==> config.mk <==
export PLATFORM = sky130hd
export DESIGN_NAME = dns_query_name_parser_flat
export DESIGN_NICKNAME = d
export VERILOG_FILES = /design/src/rtl/dqp_pkg.sv /design/src/rtl/dqp_if.sv /design/src/rtl/dns_query_name_parser.sv /design/src/rtl/dqp_parser.sv /design/src/rtl/dqp_out_fifo.sv /design/src/flat_wrapper.sv
export VERILOG_INCLUDE_DIRS = /design/src /design/src/rtl
export SDC_FILE = /design/constraint.sdc
export NUM_CORES = 1
export LEC_CHECK = 0
export ABC_AREA = 1
export BUFFER_PORTS_ARGS = -buffer_cell sky130_fd_sc_hd__buf_4
export CORE_AREA = 5 5 251 253
export CTS_CLUSTER_DIAMETER = 120
export CTS_CLUSTER_SIZE = 10
export DETAILED_ROUTE_END_ITERATION = 7
export DIE_AREA = 0 0 256 258
export PLACE_DENSITY = 0.52
export SLEW_MARGIN = 20
export SYNTH_ARGS = -nofsm -noshare
export SYNTH_HDL_FRONTEND = slang
export SYNTH_HIERARCHICAL = 1
export SYNTH_SLANG_ARGS = --single-unit
==> constraint.sdc <==
create_clock -name i_clk -period 5.5 [get_ports i_clk]
set_clock_uncertainty 0.2 [all_clocks]
set_input_delay 0.825 -clock i_clk [delete_from_list [all_inputs] [get_ports i_clk]]
set_output_delay 0.825 -clock i_clk [all_outputs]
set_load 0.01 [all_outputs]
==> src/rtl/assert_macros.svh <==
// assertion macros shared by the dns query name parser modules
`ifndef ASSERT_MACROS_SVH
`define ASSERT_MACROS_SVH

`ifndef SYNTHESIS
// concurrent check, ignored while reset is asserted
`define DQP_ASSERT(lbl, clk, rst_n, prop) \
    lbl: assert property (@(posedge clk) disable iff (!rst_n) (prop)) \
        else $error("dqp assertion failed");
// concurrent check that holds through reset as well
`define DQP_ASSERT_NR(lbl, clk, prop) \
    lbl: assert property (@(posedge clk) (prop)) \
        else $error("dqp assertion failed");
`else
`define DQP_ASSERT(lbl, clk, rst_n, prop)
`define DQP_ASSERT_NR(lbl, clk, prop)
`endif

`endif

==> src/rtl/dqp_pkg.sv <==
// types and constants of the dns query name parser
`timescale 1ns / 1ps

package dqp_pkg;

    localparam int          POS_W         = 6;
    localparam logic [5:0]  POS_MAX       = 6'd63;
    localparam logic [5:0]  QNAME_START   = 6'd12;
    localparam logic [6:0]  MIN_LENGTH    = 7'd17;
    localparam logic [7:0]  LONGEST_LABEL = 8'd63;
    localparam logic [7:0]  DOT_CHAR      = 8'h2E;
    localparam int          QR_BIT        = 15;

    localparam logic        KIND_CHAR     = 1'b0;
    localparam logic        KIND_SUMMARY  = 1'b1;

    localparam int          FIFO_DEPTH    = 4;
    localparam int          FIFO_AW       = 2;

    typedef struct packed {
        logic        kind;
        logic [7:0]  name_char;
        logic [4:0]  char_index;
        logic [15:0] txid_out;
        logic [15:0] query_type;
        logic        is_response;
        logic [5:0]  name_length;
        logic        counted;
        logic        last_of_run;
    } t_result;

    typedef struct packed {
        logic    char_vld;
        logic    sum_vld;
        t_result chr;
        t_result sum;
    } t_push;

endpackage

==> src/rtl/dqp_if.sv <==
// handshake channels of the dns query name parser
`timescale 1ns / 1ps

interface dqp_in_if;
    logic       valid;
    logic       ready;
    logic [7:0] pkt_byte;
    logic       end_of_packet;

    modport source (output valid, output pkt_byte, output end_of_packet, input ready);
    modport sink   (input valid, input pkt_byte, input end_of_packet, output ready);
endinterface

interface dqp_out_if;
    logic        valid;
    logic        ready;
    logic        kind;
    logic [7:0]  name_char;
    logic [4:0]  char_index;
    logic [15:0] txid_out;
    logic [15:0] query_type;
    logic        is_response;
    logic [5:0]  name_length;
    logic        counted;
    logic        last_of_run;

    modport source (
        output valid, output kind, output name_char, output char_index,
        output txid_out, output query_type, output is_response,
        output name_length, output counted, output last_of_run,
        input ready
    );
    modport sink (
        input valid, input kind, input name_char, input char_index,
        input txid_out, input query_type, input is_response,
        input name_length, input counted, input last_of_run,
        output ready
    );
endinterface

==> src/rtl/dns_query_name_parser.sv <==
// top level of the dns query name parser
`timescale 1ns / 1ps
// usage
//   i_in carries one byte of a dns message per word, end_of_packet set on
//   the final byte. o_out carries results: one character word (kind 0) for
//   every domain character or separating dot that fits the domain text, and one summary word (kind 1,
//   last_of_run set) after the final byte with txid, qtype, qr bit, domain
//   length and the counted flag.
//   results: each result is written into the queue before it is offered
//   on o_out; a summary that follows a character leaves after it.
//   throughput: one byte per cycle while i_in.ready is high; each byte
//   is decoded by the parser state registers, and results wait in a
//   four-entry queue. i_in.ready stays high while the queue has two free
//   entries, so a byte that makes both a character and a summary fits.
//   receiver stall: the queue fills, then i_in.ready drops until o_out
//   drains; no result is lost or repeated.
//   reset: synchronous, active low; the parser returns to the header phase
//   with all counters clear and the queue empties. after each summary the
//   parser clears itself for the next message.

module dns_query_name_parser import dqp_pkg::*; #(
    parameter int CAPTURE_BYTES = 44,
    parameter int DOMAIN_BYTES  = 32,
    parameter int LABEL_LIMIT   = 16
) (
    input  logic             i_clk,
    input  logic             i_rst_n,
    dqp_in_if.sink           i_in,
    dqp_out_if.source        o_out
);

    t_push   w_push;
    t_result w_head;
    logic    w_space;
    logic    w_take;
    logic    w_valid;

    // a byte is taken whenever the queue can absorb its worst case
    assign i_in.ready = w_space;
    assign w_take     = i_in.valid & w_space;

    dqp_parser #(
        .CAPTURE_BYTES (CAPTURE_BYTES),
        .DOMAIN_BYTES  (DOMAIN_BYTES),
        .LABEL_LIMIT   (LABEL_LIMIT)
    ) u_parser (
        .i_clk   (i_clk),
        .i_rst_n (i_rst_n),
        .i_take  (w_take),
        .i_byte  (i_in.pkt_byte),
        .i_last  (i_in.end_of_packet),
        .o_push  (w_push)
    );

    // result queue decouples the decoder from a stalling receiver
    dqp_out_fifo u_out_fifo (
        .i_clk   (i_clk),
        .i_rst_n (i_rst_n),
        .i_push  (w_push),
        .i_pop   (o_out.ready),
        .o_valid (w_valid),
        .o_space (w_space),
        .o_head  (w_head)
    );

    // head of the queue drives the output word
    assign o_out.valid       = w_valid;
    assign o_out.kind        = w_head.kind;
    assign o_out.name_char   = w_head.name_char;
    assign o_out.char_index  = w_head.char_index;
    assign o_out.txid_out    = w_head.txid_out;
    assign o_out.query_type  = w_head.query_type;
    assign o_out.is_response = w_head.is_response;
    assign o_out.name_length = w_head.name_length;
    assign o_out.counted     = w_head.counted;
    assign o_out.last_of_run = w_head.last_of_run;

endmodule

==> src/rtl/dqp_parser.sv <==
// per-byte header and qname decode state with result generation
`timescale 1ns / 1ps
`include "assert_macros.svh"

module dqp_parser import dqp_pkg::*; #(
    parameter int CAPTURE_BYTES = 44,
    parameter int DOMAIN_BYTES  = 32,
    parameter int LABEL_LIMIT   = 16
) (
    input  logic       i_clk,
    input  logic       i_rst_n,
    input  logic       i_take,
    input  logic [7:0] i_byte,
    input  logic       i_last,
    output t_push      o_push
);

    localparam logic [2:0] PH_HEADER = 3'd0;
    localparam logic [2:0] PH_LEN    = 3'd1;
    localparam logic [2:0] PH_LABEL  = 3'd2;
    localparam logic [2:0] PH_QTYPE  = 3'd3;
    localparam logic [2:0] PH_DONE   = 3'd4;

    localparam logic [6:0] CAP_LIM = 7'(CAPTURE_BYTES);
    localparam logic [8:0] DOM_LIM = 9'(DOMAIN_BYTES);
    localparam logic [6:0] LBL_LIM = 7'(LABEL_LIMIT);

    logic [POS_W-1:0] r_pos, n_pos;
    logic [2:0]       r_phase, n_phase;
    logic [5:0]       r_rem, n_rem;
    logic [4:0]       r_labels, n_labels;
    logic [5:0]       r_dc, n_dc;
    logic [15:0]      r_txid, n_txid;
    logic [15:0]      r_flags, n_flags;
    logic [15:0]      r_qtype, n_qtype;
    logic [5:0]       r_stop, n_stop;
    logic             r_len_ok, n_len_ok;

    logic       emit;
    logic [7:0] ch;
    logic       do_stop;
    logic [6:0] stop_at;
    logic [6:0] pos7;
    logic [5:0] rem_dec;
    logic       room;

    always_comb begin
        n_pos    = r_pos;
        n_phase  = r_phase;
        n_rem    = r_rem;
        n_labels = r_labels;
        n_dc     = r_dc;
        n_txid   = r_txid;
        n_flags  = r_flags;
        n_qtype  = r_qtype;
        n_stop   = r_stop;
        n_len_ok = r_len_ok;
        emit     = 1'b0;
        ch       = 8'd0;
        do_stop  = 1'b0;
        stop_at  = 7'd0;
        pos7     = {1'b0, r_pos};
        rem_dec  = (r_rem != 6'd0) ? r_rem - 6'd1 : 6'd0;
        room     = (9'(r_dc) < DOM_LIM);
        o_push   = '0;

        if (i_take) begin
            if (pos7 < CAP_LIM) begin
                case (r_pos)
                    6'd0:    n_txid[15:8]  = i_byte;
                    6'd1:    n_txid[7:0]   = i_byte;
                    6'd2:    n_flags[15:8] = i_byte;
                    6'd3:    n_flags[7:0]  = i_byte;
                    default: ;
                endcase

                case (r_phase)
                    PH_HEADER: begin
                        if (r_pos == QNAME_START - 6'd1) n_phase = PH_LEN;
                    end
                    PH_LEN: begin
                        if (i_byte == 8'd0 || i_byte > LONGEST_LABEL) begin
                            do_stop = 1'b1;
                            stop_at = pos7;
                        end else begin
                            if (r_dc != 6'd0 && room) begin
                                emit = 1'b1;
                                ch   = DOT_CHAR;
                            end
                            n_labels = r_labels + 5'd1;
                            n_rem    = i_byte[5:0];
                            n_phase  = PH_LABEL;
                        end
                    end
                    PH_LABEL: begin
                        // past a full domain the label is still skipped
                        if (room) begin
                            emit = 1'b1;
                            ch   = i_byte;
                        end
                        n_rem = rem_dec;
                        if (rem_dec == 6'd0) begin
                            if (7'(r_labels) >= LBL_LIM) begin
                                do_stop = 1'b1;
                                stop_at = pos7 + 7'd1;
                            end else begin
                                n_phase = PH_LEN;
                            end
                        end
                    end
                    PH_QTYPE: begin
                        if (pos7 == {1'b0, r_stop} + 7'd1) begin
                            n_qtype[15:8] = i_byte;
                        end else if (pos7 == {1'b0, r_stop} + 7'd2) begin
                            n_qtype[7:0] = i_byte;
                            n_phase      = PH_DONE;
                        end
                    end
                    default: ;
                endcase

                if (do_stop) begin
                    n_stop  = stop_at[5:0];
                    n_phase = (stop_at + 7'd2 < CAP_LIM) ? PH_QTYPE : PH_DONE;
                end
            end

            if (pos7 + 7'd1 >= MIN_LENGTH) n_len_ok = 1'b1;
            if (r_pos != POS_MAX) n_pos = r_pos + 6'd1;

            if (emit) n_dc = r_dc + 6'd1;

            o_push.char_vld       = emit;
            o_push.chr.kind       = KIND_CHAR;
            o_push.chr.name_char  = ch;
            o_push.chr.char_index = r_dc[4:0];

            // summary reflects this byte's updates
            o_push.sum_vld         = i_last;
            o_push.sum.kind        = KIND_SUMMARY;
            o_push.sum.txid_out    = n_txid;
            o_push.sum.query_type  = n_qtype;
            o_push.sum.is_response = n_flags[QR_BIT];
            o_push.sum.name_length = n_dc;
            o_push.sum.counted     = n_len_ok & ~n_flags[QR_BIT];
            o_push.sum.last_of_run = 1'b1;

            if (i_last) begin
                n_pos    = '0;
                n_phase  = PH_HEADER;
                n_rem    = '0;
                n_labels = '0;
                n_dc     = '0;
                n_txid   = '0;
                n_flags  = '0;
                n_qtype  = '0;
                n_stop   = '0;
                n_len_ok = 1'b0;
            end
        end
    end

    always_ff @(posedge i_clk) begin
        if (!i_rst_n) begin
            r_pos    <= '0;
            r_phase  <= PH_HEADER;
            r_rem    <= '0;
            r_labels <= '0;
            r_dc     <= '0;
            r_txid   <= '0;
            r_flags  <= '0;
            r_qtype  <= '0;
            r_stop   <= '0;
            r_len_ok <= 1'b0;
        end else begin
            r_pos    <= n_pos;
            r_phase  <= n_phase;
            r_rem    <= n_rem;
            r_labels <= n_labels;
            r_dc     <= n_dc;
            r_txid   <= n_txid;
            r_flags  <= n_flags;
            r_qtype  <= n_qtype;
            r_stop   <= n_stop;
            r_len_ok <= n_len_ok;
        end
    end

    // a summary always leaves the decoder ready for a fresh message
    `DQP_ASSERT(a_clear_after_summary, i_clk, i_rst_n, o_push.sum_vld |=> (r_pos == 6'd0 && r_dc == 6'd0 && r_phase == PH_HEADER))
    // characters only while the domain text has room
    `DQP_ASSERT(a_char_in_room, i_clk, i_rst_n, o_push.char_vld |-> (9'(r_dc) < DOM_LIM))
    // once the name has stopped, its stop position lies at or past the qname start
    `DQP_ASSERT(a_stop_no_label, i_clk, i_rst_n, (r_phase == PH_QTYPE) |-> (r_stop >= QNAME_START))

endmodule

==> src/rtl/dqp_out_fifo.sv <==
// four-entry result queue taking up to two results per cycle
`timescale 1ns / 1ps
`include "assert_macros.svh"

module dqp_out_fifo import dqp_pkg::*; (
    input  logic    i_clk,
    input  logic    i_rst_n,
    input  t_push   i_push,
    input  logic    i_pop,
    output logic    o_valid,
    output logic    o_space,
    output t_result o_head
);

    t_result            r_mem [FIFO_DEPTH];
    logic [FIFO_AW-1:0] r_wr_ptr, n_wr_ptr;
    logic [FIFO_AW-1:0] r_rd_ptr, n_rd_ptr;
    logic [FIFO_AW:0]   r_count, n_count;
    logic [FIFO_AW-1:0] w_sum_addr;
    logic [FIFO_AW:0]   w_push_n;
    logic               w_pop;

    assign o_valid    = (r_count != '0);
    assign o_space    = (r_count <= (FIFO_AW + 1)'(FIFO_DEPTH - 2));
    assign o_head     = r_mem[r_rd_ptr];
    assign w_pop      = i_pop & o_valid;
    assign w_sum_addr = i_push.char_vld ? r_wr_ptr + {{(FIFO_AW-1){1'b0}}, 1'b1} : r_wr_ptr;
    assign w_push_n   = (FIFO_AW + 1)'(i_push.char_vld) + (FIFO_AW + 1)'(i_push.sum_vld);

    always_comb begin
        n_wr_ptr = r_wr_ptr + FIFO_AW'(w_push_n);
        n_rd_ptr = r_rd_ptr + FIFO_AW'(w_pop);
        n_count  = r_count + w_push_n - (FIFO_AW + 1)'(w_pop);
    end

    always_ff @(posedge i_clk) begin
        if (i_push.char_vld) r_mem[r_wr_ptr] <= i_push.chr;
        if (i_push.sum_vld)  r_mem[w_sum_addr] <= i_push.sum;
    end

    always_ff @(posedge i_clk) begin
        if (!i_rst_n) begin
            r_wr_ptr <= '0;
            r_rd_ptr <= '0;
            r_count  <= '0;
        end else begin
            r_wr_ptr <= n_wr_ptr;
            r_rd_ptr <= n_rd_ptr;
            r_count  <= n_count;
        end
    end

    `DQP_ASSERT(a_no_overflow, i_clk, i_rst_n, r_count <= (FIFO_AW + 1)'(FIFO_DEPTH))
    // a push only lands where two free slots were promised
    `DQP_ASSERT(a_push_has_room, i_clk, i_rst_n, (i_push.char_vld || i_push.sum_vld) |-> o_space)
    // occupancy tracks the two pointers
    `DQP_ASSERT(a_ptr_count, i_clk, i_rst_n, FIFO_AW'(r_wr_ptr - r_rd_ptr) == r_count[FIFO_AW-1:0])

endmodule

==> src/flat_wrapper.sv <==
// flat-port wrapper written by rule: the top's interface ports become plain ports
module dns_query_name_parser_flat import dqp_pkg::*;
#(
    parameter int CAPTURE_BYTES = 44,
    parameter int DOMAIN_BYTES  = 32,
    parameter int LABEL_LIMIT   = 16
)
  (i_clk, i_rst_n, i_in_valid, i_in_pkt_byte, i_in_end_of_packet, i_in_ready, o_out_valid, o_out_kind, o_out_name_char, o_out_char_index, o_out_txid_out, o_out_query_type, o_out_is_response, o_out_name_length, o_out_counted, o_out_last_of_run, o_out_ready);
  dqp_in_if i_in_i ();
  dqp_out_if o_out_i ();
  input  logic i_clk;
  input  logic i_rst_n;
  input wire logic [$bits(i_in_i.valid)-1:0] i_in_valid;
  input wire logic [$bits(i_in_i.pkt_byte)-1:0] i_in_pkt_byte;
  input wire logic [$bits(i_in_i.end_of_packet)-1:0] i_in_end_of_packet;
  output wire logic [$bits(i_in_i.ready)-1:0] i_in_ready;
  output wire logic [$bits(o_out_i.valid)-1:0] o_out_valid;
  output wire logic [$bits(o_out_i.kind)-1:0] o_out_kind;
  output wire logic [$bits(o_out_i.name_char)-1:0] o_out_name_char;
  output wire logic [$bits(o_out_i.char_index)-1:0] o_out_char_index;
  output wire logic [$bits(o_out_i.txid_out)-1:0] o_out_txid_out;
  output wire logic [$bits(o_out_i.query_type)-1:0] o_out_query_type;
  output wire logic [$bits(o_out_i.is_response)-1:0] o_out_is_response;
  output wire logic [$bits(o_out_i.name_length)-1:0] o_out_name_length;
  output wire logic [$bits(o_out_i.counted)-1:0] o_out_counted;
  output wire logic [$bits(o_out_i.last_of_run)-1:0] o_out_last_of_run;
  input wire logic [$bits(o_out_i.ready)-1:0] o_out_ready;
  assign i_in_i.valid = i_in_valid;
  assign i_in_i.pkt_byte = i_in_pkt_byte;
  assign i_in_i.end_of_packet = i_in_end_of_packet;
  assign i_in_ready = i_in_i.ready;
  assign o_out_valid = o_out_i.valid;
  assign o_out_kind = o_out_i.kind;
  assign o_out_name_char = o_out_i.name_char;
  assign o_out_char_index = o_out_i.char_index;
  assign o_out_txid_out = o_out_i.txid_out;
  assign o_out_query_type = o_out_i.query_type;
  assign o_out_is_response = o_out_i.is_response;
  assign o_out_name_length = o_out_i.name_length;
  assign o_out_counted = o_out_i.counted;
  assign o_out_last_of_run = o_out_i.last_of_run;
  assign o_out_i.ready = o_out_ready;
  dns_query_name_parser #(.CAPTURE_BYTES(CAPTURE_BYTES), .DOMAIN_BYTES(DOMAIN_BYTES), .LABEL_LIMIT(LABEL_LIMIT)) u_core (.i_clk(i_clk), .i_rst_n(i_rst_n), .i_in(i_in_i), .o_out(o_out_i));
endmodule
Yosys cells after proc, flatten, opt, wreduce, memory -nomap -nowiden:

Memory sizes are Yosys's and may differ from the RTL's. A register that Yosys moved wholly into a read port is not among the register bits.
Index checks and enable logic that the tools add are counted.

* bitwise logic cells: 4
* eq/ne operators: 18
* multiplexer cells: 77
* reduce and logical (&&, ||, !) cells: 20
* add/subtract/negate cells: 14
* order comparisons: 7

Operator list (number)
* two-way mux 16 bit: 9
* two-way mux 6 bit: 14
* two-way mux 8 bit: 9
* two-way mux 41 bit: 1
* two-way mux 3 bit: 10
* two-way mux 7 bit: 4
* != test 4 bit (second input constant): 6
* two-way mux 5 bit: 4
* two-way mux 1 bit: 18
* nonzero test 6 bit: 3
* one-hot mux 8 bit (2 select lines): 1
* adder 6 x 1 -> 7 bit (second input constant): 2
* == test 6 x 7 -> 1 bit: 2
* one-hot mux 7 bit (2 select lines): 1
* adder 6 x 1 -> 6 bit (second input constant): 2
* == test 6 x 2 -> 1 bit (second input constant): 2
* zero test 6 bit: 2
* less-than comparator 6 bit (second input constant): 2
* one-hot mux 3 bit (4 select lines): 1
* one-hot mux 6 bit (2 select lines): 1
* AND reduction 9 bit: 1
* > comparator 8 x 6 -> 1 bit (second input constant): 1
* zero test 8 bit: 1
* AND reduction 4 bit: 2
* other kinds (32): 41

* bits in writable memories: 220
* bits in registers: 73
* output and inout bits: 57
* memories: 1
* logic and storage cells: 154

Memories
* u_core.u_out_fifo.r_mem: depth 4, bits a word 55, rd ports 1, clocked after Yosys merged registers in 1, wr ports 2, line dqp_out_fifo.sv:15 `t_result r_mem [FIFO_DEPTH];`

Logic depth before layout (Yosys ltp):

Gate-level depths: netlist (run 1).

* depth after elaboration: 13
* mapped depth: 17

Hierarchy:

The synthesis (run 1) kept the hierarchy.

Modules (own cells, without submodules)
* dqp_out_fifo: area an instance 12015.3 um2, cells an instance 1347, sequential area each 6746.5 um2, instances 1
* dqp_parser: area an instance 4765.8 um2, cells an instance 722, sequential area each 1321.3 um2, instances 1
* dns_query_name_parser: area an instance 7.5 um2, cells an instance 2, sequential area each 0.0 um2, instances 1

Least setup slack after synthesis (run 1):

Ideal clock, no wire load.

* path kind: input -> register
* from: input i_in_valid
* to: memory u_core/u_out_fifo/r_mem[2][0] (netlist name), enable pin
* buffers on the path: 5
* slack: 1.262 ns
* stages: 13
* arrival time: 3.624 ns
* library setup time: 0.414 ns
* cell sequence: nand2_1 -> inv_1 -> clkbuf_1 -> inv_1 -> clkbuf_1 -> nor2_1 -> buf_6 -> nand2_1 -> nand2_2 -> nand3_1 -> buf_4 -> buf_6 -> nand2_1

RTL lines
* start: declaration: line flat_wrapper.sv:13 `input wire logic [$bits(i_in_i.valid)-1:0] i_in_valid;`
* end: declaration: line dqp_out_fifo.sv:15

==> results of run 1 <==
==> per-stage QoR <==
step                power (uW)  hold WS, ns   util  area (um^2)
floorplan                 3930        0.242      -        17000
global placement          4750        0.248  0.288        17500
detailed placement        4770        0.252  0.288        17500
CTS                       6950        0.262  0.305        18500
global route              7230        0.276  0.305        18500
finish                    6860        0.263  0.305        18500
==> routing by layer <==
layer,wire (um),up-vias,track usage
li1,-,6866,-
met1,23600,6836,0.207
met2,25700,435,0.269
met3,2980,74,0.0257
met4,1050,0,0.0387
met5,0,-,0
==> Yosys cell counts, drive strengths merged, types with 5 or more instances <==
library cell | number | area share
inv | 86 | 0.019
ha | 23 | 0.017
nor4 | 5 | 0.0019
clkbuf | 51 | 0.011
o211ai | 5 | 0.0022
nor3 | 19 | 0.0069
nand3 | 32 | 0.011
xnor2 | 7 | 0.0041
nor2 | 178 | 0.044
edfxtp | 220 | 0.39
dfxtp | 73 | 0.087
o211a | 8 | 0.0048
a21oi | 79 | 0.027
o21ai | 147 | 0.044
nand4 | 123 | 0.046
o22ai | 57 | 0.022
nand2 | 779 | 0.18
buf | 145 | 0.066
xor2 | 13 | 0.0072
==> worst max-delay path, stage by stage, from the launching register on <==
cell and delay (ns):
dfxtp_4 0.50, inv_2 0.75, buf_12 0.32, o21ai_0 0.13
o22ai_1 0.35, buf_4 0.20
==> path summary, 6_finish.rpt <==
path / to / cells past startpoint / startpoint / slack [ns]
setup reg to reg: u_core/u_out_fifo/r_mem[3][39] / 12 / u_core/u_parser/r_pos[2] / 1.81
hold / removal: u_core/u_parser/r_txid[8] / 2 / u_core/u_parser/r_txid[8] / 0.26
setup / recovery: o_out_name_length[1] / 5 / u_core/u_out_fifo/r_rd_ptr[0] / 1.50
hold reg to reg: u_core/u_parser/r_txid[8] / 2 / u_core/u_parser/r_txid[8] / 0.26
==> cell families (layout without fill, tap and decap cells) <==
group / Yosys count / count (layout)
simple gates: 1143 / 1143
compound gates: 305 / 305
flops: 293 / 293
buf+inv: 284 / 247
fa+ha+maj: 24 / 24
xor+xnor: 20 / 20
other cells: 1 / 55
mux: 1 / 1
==> placed cells by master, fill, tap and decap left out, types with 12 or more instances in the layout <==
cell       count
buf_4         91
o22ai_1       56
clkbuf_1      23
a21oi_1       69
ha_1          23
clkbuf_16     37
conb_1        55
inv_2         17
inv_1         68
edfxtp_1     220
nand3_1       23
o21ai_0      141
nand4_1      123
nand2_1      768
nor3_1        16
xor2_1        12
dfxtp_1       71
nor2_1       169
==> power breakdown <==
part / internal [uW] / switching [uW]
sequential: 2520 / 97.5
combinational: 644 / 1430
clock: 1250 / 925
total: 4410 / 2450
==> flip-flops by register name, summed over array words and instances (netlist names) <==
register,flops
u_core/u_out_fifo/r_mem,220
u_core/u_parser/r_qtype,16
u_core/u_parser/r_txid,16
u_core/u_parser/r_dc,6
u_core/u_parser/r_pos,6
u_core/u_parser/r_rem,6
u_core/u_parser/r_stop,6
u_core/u_parser/r_labels,5
u_core/u_out_fifo/r_count,3
u_core/u_parser/r_phase,3
u_core/u_out_fifo/r_rd_ptr,2
u_core/u_out_fifo/r_wr_ptr,2
u_core/u_parser/r_flags,1
u_core/u_parser/r_len_ok,1
==> area by class of cell <==
type                       count  area (um^2)
sequential                   293         8070
tap                          790          988
timing repair buffer          97          803
clock inverter                 2         10.0
fill                        6473        42300
inverter                      88          334
multi-input combinational   1548         7330
clock buffer                  60         1010
==> key figures, run 1 <==
GRT
  • Initial antenna violation count: 0
  • Largest net degree at the start of global routing: 87
  • Global route overflow: 0
  • Vias in the first global route: roughly 14000
  • First-pass GRT wire length: 82200 um
  • GRT Resource Usage Total: 0.157

Run
  • Max cap viols: 0

STA
  • Max_slew headroom: 0.297
  • Post-route minimum period: 4.00 ns
  • Setup TNS: 0 ns
  • Final hold violations: 0
  • Max Slew Vio Count: 0
  • Part of the cycle the worst path needs: 0.727
  • RSZ-0062 raised after global routing: no
  • Max Clk Rate: 250 MHz
  • Worst Tran Pin Value: 1.05 ns
  • Final worst slack: 1.50 ns
  • Final setup viols: 0

Route
  • DR DRC count: 0
  • Routed WL: approximately 53000 um
  • WL/cell: between 15 and 20 um
  • DRT Pass-1 Iters: 6
  • Via Count: 14211
  • Post-route ant nets: 0
  • Initial drt markers: 1334
  • Via density: 4.94

Logic synthesis
  • XOR/XNOR Fraction of Synth Area: 0.0113
  • Post-Synth Adder-Cell Area: 0.0183
  • Largest family of logic cells by synthesized area: simple AND/OR/NAND/NOR gates
  • Post-synthesis mux area share: 0.000596
  • Sequential-to-total area share from yosys stat: 0.481
  • Compound-gate portion of the synthesized area: 0.103
  • Simple-gate portion of the synthesized area: 0.289
  • Syn Area/Cell: 8.11 um^2
  • #FFs+latches synth: 293
  • Asr flop ratio synth: 0
  • Post-Synthesis Cell Area: approximately 17000 um^2
  • EDFF count, synth: 220
  • Mapped Cells: 2071
  • Unique masters post-synth: 53
  • Yosys warns: 6
  • Most used DFF post-synth: edfxtp_1

Floorplanning
  • IO Pins: 70
  • Row Count: 91
  • Die width: 256 um
  • Die Y: 258 um
  • Die Area: approximately 66000 um^2
  • Core area: 60800 um^2
  • Initial Util: 0.276

Worst setup path
  • Critical Path RT: 4.47 ns
  • CP Class: flip-flop to output pin
  • Crit-path max FO: 62
  • Worst path arrival time: 2.97 ns
  • Crit path capture type: output pin
  • Worst setup SP type: flip-flop

Placement
  • PortBufs: 69
  • Post-DP HPWL: 30800 um
  • Post-Place Cells: 2816
  • RD Place Congestion: 0.838
  • Post-Place Worst Slack: 1.34 ns

Power and ir drop
  • Power density over the cells: 370 nW/um^2
  • Max VDD drop: 0.207 mV
  • Lkg Pwr: 0.00754 uW

Layout
  • Share of layout cells above drive strength 1: 0.0972
  • Net count, final: 2100
  • Fin cells: 2878
  • Syn-to-layout area delta: 10.5%
  • Antenna diodes: 0

CTS
  • CTS tree: yes
  • Clk sink count: 293
  • Num CTS Buffers: 35
  • H-tree levels: 2
  • Maximum buffer depth of the clock tree: 3
  • Reg clk slew, reported paths: 0.06 ns
  • CTS Hold Bufs: 0
  • CTS root buffer: clkbuf_16
  • Post-CTS Repair Setup Buffers: 0
  • Worst-Skew Late Latency: 0.54 ns
  • Post_cts resized: 0

Hold path
  • HP Class: flip-flop to flip-flop

Status
  • Status: completed
Note: power is estimated with default switching activity, not from simulation.
==> run 2, diff against run 1 <==
clock period = 4.1 ns   (was 5.5 ns; I/O delays follow)
==> key figures, run 2 (synthesized netlist as in run 1, its figures left out) <==
STA
  • Worst Tran Pin Value: 1.08 ns
  • Part of the cycle the worst path needs: 0.841
  • Max Slew Vio Count: 0
  • Post-route minimum period: 3.45 ns
  • Final setup viols: 0
  • Max_slew headroom: 0.278
  • Final hold violations: 0
  • Setup TNS: 0 ns
  • Max Clk Rate: 290 MHz
  • RSZ-0062 raised after global routing: no

Worst setup path
  • Critical Path RT: 3.28 ns
  • CP Class: flip-flop to output pin
  • CP most frequent cell: buf_4
  • Crit-path max cell delay: 0.90 ns
  • Reg2Reg Setup Slack: 0.66 ns
  • Worst setup SP type: flip-flop
  • Top Family by Delay on Critical Path: flip-flops
  • Crit path capture type: output pin
  • Crit-path max FO: 32
  • Worst path arrival time: 2.63 ns
  • Worst Path Buf+Inv: 2
  • Slowest stage cell, crit path: dfxtp_2
  • CP cell instances: buf_4, o21ai_0, o22ai_1, buf_4

Power and ir drop
  • Sw Pwr: 3270 uW
  • Power density over the cells: 493 nW/um^2
  • Switching Fraction: 0.355
  • Clk pwr share: 0.315
  • Lkg Pwr: 0.00760 uW
  • Sequential share of power: 0.381
  • Max VDD drop: 0.231 mV
  • Internal power: a little under 6000 uW
  • Gate power share: 0.304

Layout
  • Syn-to-layout area delta: 11.1%
  • Net count, final: 2111
  • Share of layout cells above drive strength 1: 0.102
  • Finished Core Util: 0.307
  • Antenna diodes: 0
  • Layout fillers: 6422
  • Commonest non-fill, non-tap cell in the layout: nand2_1
  • Top flop regs: u_core/u_out_fifo/r_mem: 220 flops, u_core/u_parser/r_qtype: 16 flops, u_core/u_parser/r_txid: 16 flops
  • Most frequent cells in the layout: nand2_1 (768), edfxtp_1 (220), nor2_1 (169), o21ai_0 (141), nand4_1 (123)
  • Reg with most FFs: u_core/u_out_fifo/r_mem
  • Fin cells: 2888
  • Largest register FFs: 220

Route
  • Post-route ant nets: 0
  • Routed WL: about 54000 um
  • Via Count: approximately 14000
  • DRT Pass-1 Iters: 5
  • Via density: 4.97
  • Initial drt markers: 1130
  • WL/cell: about 19 um
  • DR DRC count: 0

Floorplanning
  • Die width: 256 um
  • Die Area: 66000 um^2
  • Die Y: between 200 and 300 um
  • IO Pins: 70
  • Initial Util: 0.276
  • Core area: approximately 61000 um^2
  • Row Count: 91

GRT
  • Vias in the first global route: 13805
  • Global route overflow: 0
  • Largest net degree at the start of global routing: 66
  • Initial antenna violation count: 0
  • GRT Resource Usage Total: 0.157
  • First-pass GRT wire length: between 80000 and 90000 um

CTS
  • CTS Hold Bufs: 0
  • Clk sink count: 293
  • Post-CTS Repair Setup Buffers: 0
  • CTS root buffer: clkbuf_16
  • Maximum buffer depth of the clock tree: 3
  • Reg clk slew, reported paths: ~0.050 ns
  • H-tree levels: 2
  • Post_cts resized: 0
  • Worst-Skew Late Latency: 0.54 ns
  • CTS tree: yes
  • Num CTS Buffers: 35

Placement
  • Post-DP HPWL: 31500 um
  • PortBufs: 69
  • RD Place Congestion: 0.829
  • Post-Place Cells: around 2800

Status
  • Status: completed

Hold path
  • HP Class: input pin to flip-flop

Run
  • Max cap viols: 0
## run 2: cell count changes in the layout (fill, tap and decap cells not counted), sizes merged
cell	previous run	this run
buf	97	108
inv	87	86
## run 2: per-stage QoR
stage / power [uW] / hold slack [ns] / cell area, um^2 / setup WS [ns]
finish: 9200 / 0.157 / 18700 / 0.653
global route: 9690 / 0.151 / 18700 / 0.422
CTS: 9330 / 0.137 / 18700 / 0.622
detailed placement: 6420 / 0.254 / 17600 / 0.454
global placement: 6380 / 0.250 / 17600 / 0.492
floorplan: 5270 / 0.242 / 17000 / 0.0721
## run 2: final cells by class
class	instances	area, um^2	area share
well taps	790	988	0.0530
clock buffers	60	1010	0.0543
flip-flops and latches	293	8070	0.433
repair buffers	108	911	0.0488
multi-input cells	1548	7330	0.393
clock inverters	1	8.76	0.000470
inverters	88	334	0.0179
## run 2: power groups by stage
stage / Combinational, uW / Sequential [uW] / Clock [uW]
5_1_grt: 3080 / 3520 / 3080
2_1_floorplan: 1780 / 3490 / 0
6_report: 2800 / 3510 / 2890
4_1_cts: 2850 / 3510 / 2980
3_3_place_gp: 2810 / 3570 / 0
3_5_place_dp: 2850 / 3570 / 0
## run 2: path summary, 6_finish.rpt
check,from,to,cells after the start
max,u_core/u_out_fifo/r_rd_ptr[1],o_out_txid_out[9],4
min,i_rst_n,u_core/u_out_fifo/r_rd_ptr[0],3
max reg2reg,u_core/u_parser/r_dc[0],u_core/u_out_fifo/r_mem[0][29],14
min reg2reg,u_core/u_parser/r_qtype[11],u_core/u_parser/r_qtype[11],2
## run 2: tightest hold or removal path: cells and delay by family
kind	cells	cell delay, ns
simple gates	1	0.06
buf+inv	2	0.18
## run 2: per-layer routing
| metal | part of all wire | wire length (um) | track usage | vias up |
|---|---|---|---|---|
| li1 | - | - | - | 6898 |
| met1 | 0.44 | 23400 | 0.207 | 6899 |
| met2 | 0.49 | 26100 | 0.272 | 463 |
| met3 | 0.054 | 2880 | 0.0214 | 85 |
| met4 | 0.022 | 1170 | 0.0418 | 0 |
| met5 | 0 | 0 | 0 | - |
==> run 3, diff against run 2 <==
PLACE_DENSITY = 0.54   (was 0.52)
clock period = 2.9 ns   (was 4.1 ns; I/O delays follow)
==> key figures, run 3 (synthesized netlist as in run 1, its figures left out) <==
Layout
  • Fin area: 19500 um^2
  • Antenna diodes: 0
  • Finished Core Util: 0.320
  • Layout fillers: between 6000 and 7000
  • Reg with most FFs: u_core/u_out_fifo/r_mem
  • Most frequent cells in the layout: nand2_1 (767), edfxtp_1 (220), nor2_1 (167), buf_4 (145), o21ai_0 (141)
  • Reg area: around 8000 um^2
  • Top flop regs: u_core/u_out_fifo/r_mem: 220 flops, u_core/u_parser/r_qtype: 16 flops, u_core/u_parser/r_txid: 16 flops
  • Share of layout cells above drive strength 1: 0.133
  • Multi-input logic area: 7450 um^2
  • Syn-to-layout area delta: 16.0%
  • Net count, final: between 2000 and 2500
  • Commonest non-fill, non-tap cell in the layout: nand2_1
  • Largest register FFs: 220

Power and ir drop
  • Lkg Pwr: 0.00798 uW
  • Power density over the cells: 684 nW/um^2
  • Max VDD drop: ~0.35 mV

Worst setup path
  • Reg2Reg Setup Slack: 0.1 ns
  • Crit Reg-Reg Endpoint: u_core/u_out_fifo/r_count[2]
  • Crit-path max FO: 2
  • Worst setup SP type: flip-flop
  • Critical Path RT: 3.16 ns
  • R2R depth: 16
  • CP Class: flip-flop to flip-flop
  • Crit path capture type: flip-flop
  • Worst path arrival time: between 3 and 4 ns
  • Worst R2R Start: u_core/u_parser/r_dc[0]

Hold path
  • Hold path depth: 4
  • HP Class: input pin to flip-flop
  • Worst Hold Launch: i_in_end_of_packet
  • Hold Path End: u_core/u_parser/r_stop[0]

GRT
  • GRT Resource Usage Total: 0.156
  • Initial antenna violation count: 1
  • First-pass GRT wire length: 81800 um
  • Vias in the first global route: 13793
  • Global route overflow: 0
  • Largest net degree at the start of global routing: roughly 120

Route
  • DR DRC count: 0
  • Initial drt markers: 1194
  • Via Count: 14620
  • Via density: 4.95
  • WL/cell: 18.2 um
  • Routed WL: 53800 um
  • Post-route ant nets: 0
  • DRT Pass-1 Iters: 6

Floorplanning
  • Row Count: 91
  • IO Pins: 70
  • Die Area: 66000 um^2
  • Die Y: 258 um
  • Die width: 256 um
  • Initial Util: 0.276
  • Core area: 60800 um^2

Placement
  • Post-DP HPWL: 32900 um
  • DP Area: 18300 um^2
  • PortBufs: about 70
  • Post-Place Worst Slack: -0.226 ns
  • RD Place Congestion: about 0.85

CTS
  • Clk sink count: 293
  • CTS root buffer: clkbuf_16
  • H-tree levels: 2
  • Maximum buffer depth of the clock tree: 3
  • Num CTS Buffers: 35
  • Worst-Skew Late Latency: 0.54 ns
  • Post-CTS Repair Setup Buffers: 0
  • Reg clk slew, reported paths: 0.07 ns
  • CTS tree: yes

STA
  • Final worst slack: between 0.09 and 0.1 ns
  • Max_slew headroom: 0.461
  • Part of the cycle the worst path needs: 0.966
  • Max Clk Rate: 357 MHz
  • Max Slew Vio Count: 0
  • Hold_ws: roughly 0.1 ns
  • Worst Tran Pin Value: 0.809 ns
  • Post-route minimum period: approximately 2.8 ns
  • Final hold violations: 0
  • Final setup viols: 0

Run
  • Max cap viols: 0

Status
  • Status: completed
run 3: worst max-delay path by stage:
stage	startpoint	end	slack, ns	depth (start not counted)
CTS	u_core/u_parser/r_dc[0]	u_core/u_out_fifo/r_count[2]	0.002	16
floorplan	u_core/u_out_fifo/r_count[0]	u_core/u_out_fifo/r_count[2]	0.0004	16
global route	u_core/u_parser/r_dc[0]	u_core/u_out_fifo/r_count[2]	-0.01	16
finish	u_core/u_parser/r_dc[0]	u_core/u_out_fifo/r_count[2]	0.1	16
global placement	i_in_pkt_byte[2]	u_core/u_out_fifo/r_count[2]	-0.25	18
detailed placement	i_in_pkt_byte[2]	u_core/u_out_fifo/r_count[2]	-0.23	18
run 3: area by class of cell:
type / count / area share
Sequential cell: 293 / 0.415
Multi-Input combinational cell: 1548 / 0.382
Timing Repair Buffer: 171 / 0.0811
Clock buffer: 61 / 0.0522
Tap cell: 790 / 0.0508
Inverter: 88 / 0.0172
Clock inverter: 2 / 0.00180
run 3: power by group:
group          leakage, uW  switching [uW]  internal, uW
combinational      0.00484            2860          1400
clock             0.000502            1720          2460
sequential         0.00264             101          4780
run 3: critical path, stage by stage (launching register included):
cell	delay [ns]
dfxtp_1	0.33
inv_1	0.05
ha_2	0.19
a31oi_4	0.20
nand3_2	0.09
nand2_1	0.08
nand2_2	0.07
nor2_4	0.13
ha_4	0.21
inv_1	0.05
ha_1	0.21
inv_1	0.07
ha_1	0.14
inv_1	0.05
fa_2	0.33
nand3b_1	0.16
a21oi_1	0.16
run 3: timing repair:
action,in CTS,in global routing
pin swaps,1,3
hold buffers,2,0
gates resized for setup,1,12
endpoints found under the setup margin,1,9
hold endpoints to repair,5,0
run 3: layer usage:
metal	vias up	global-route usage	wire length, um	share of wire
met2	515	0.261	25700	0.48
li1	7007	-	-	-
met3	86	0.0284	3500	0.065
met4	0	0.0459	1300	0.024
met1	7012	0.208	23200	0.43
met5	-	0	0	0
run 3: stage by stage:
step	power [uW]	std cells	TNS [ns]
final	13300	2953	0
after global routing	14000	2953	-0.0120
after CTS	13500	2953	0
after floorplan	7450	2125	0
after global placement	9200	2888	-0.402
after detailed placement	9250	2888	-1.31
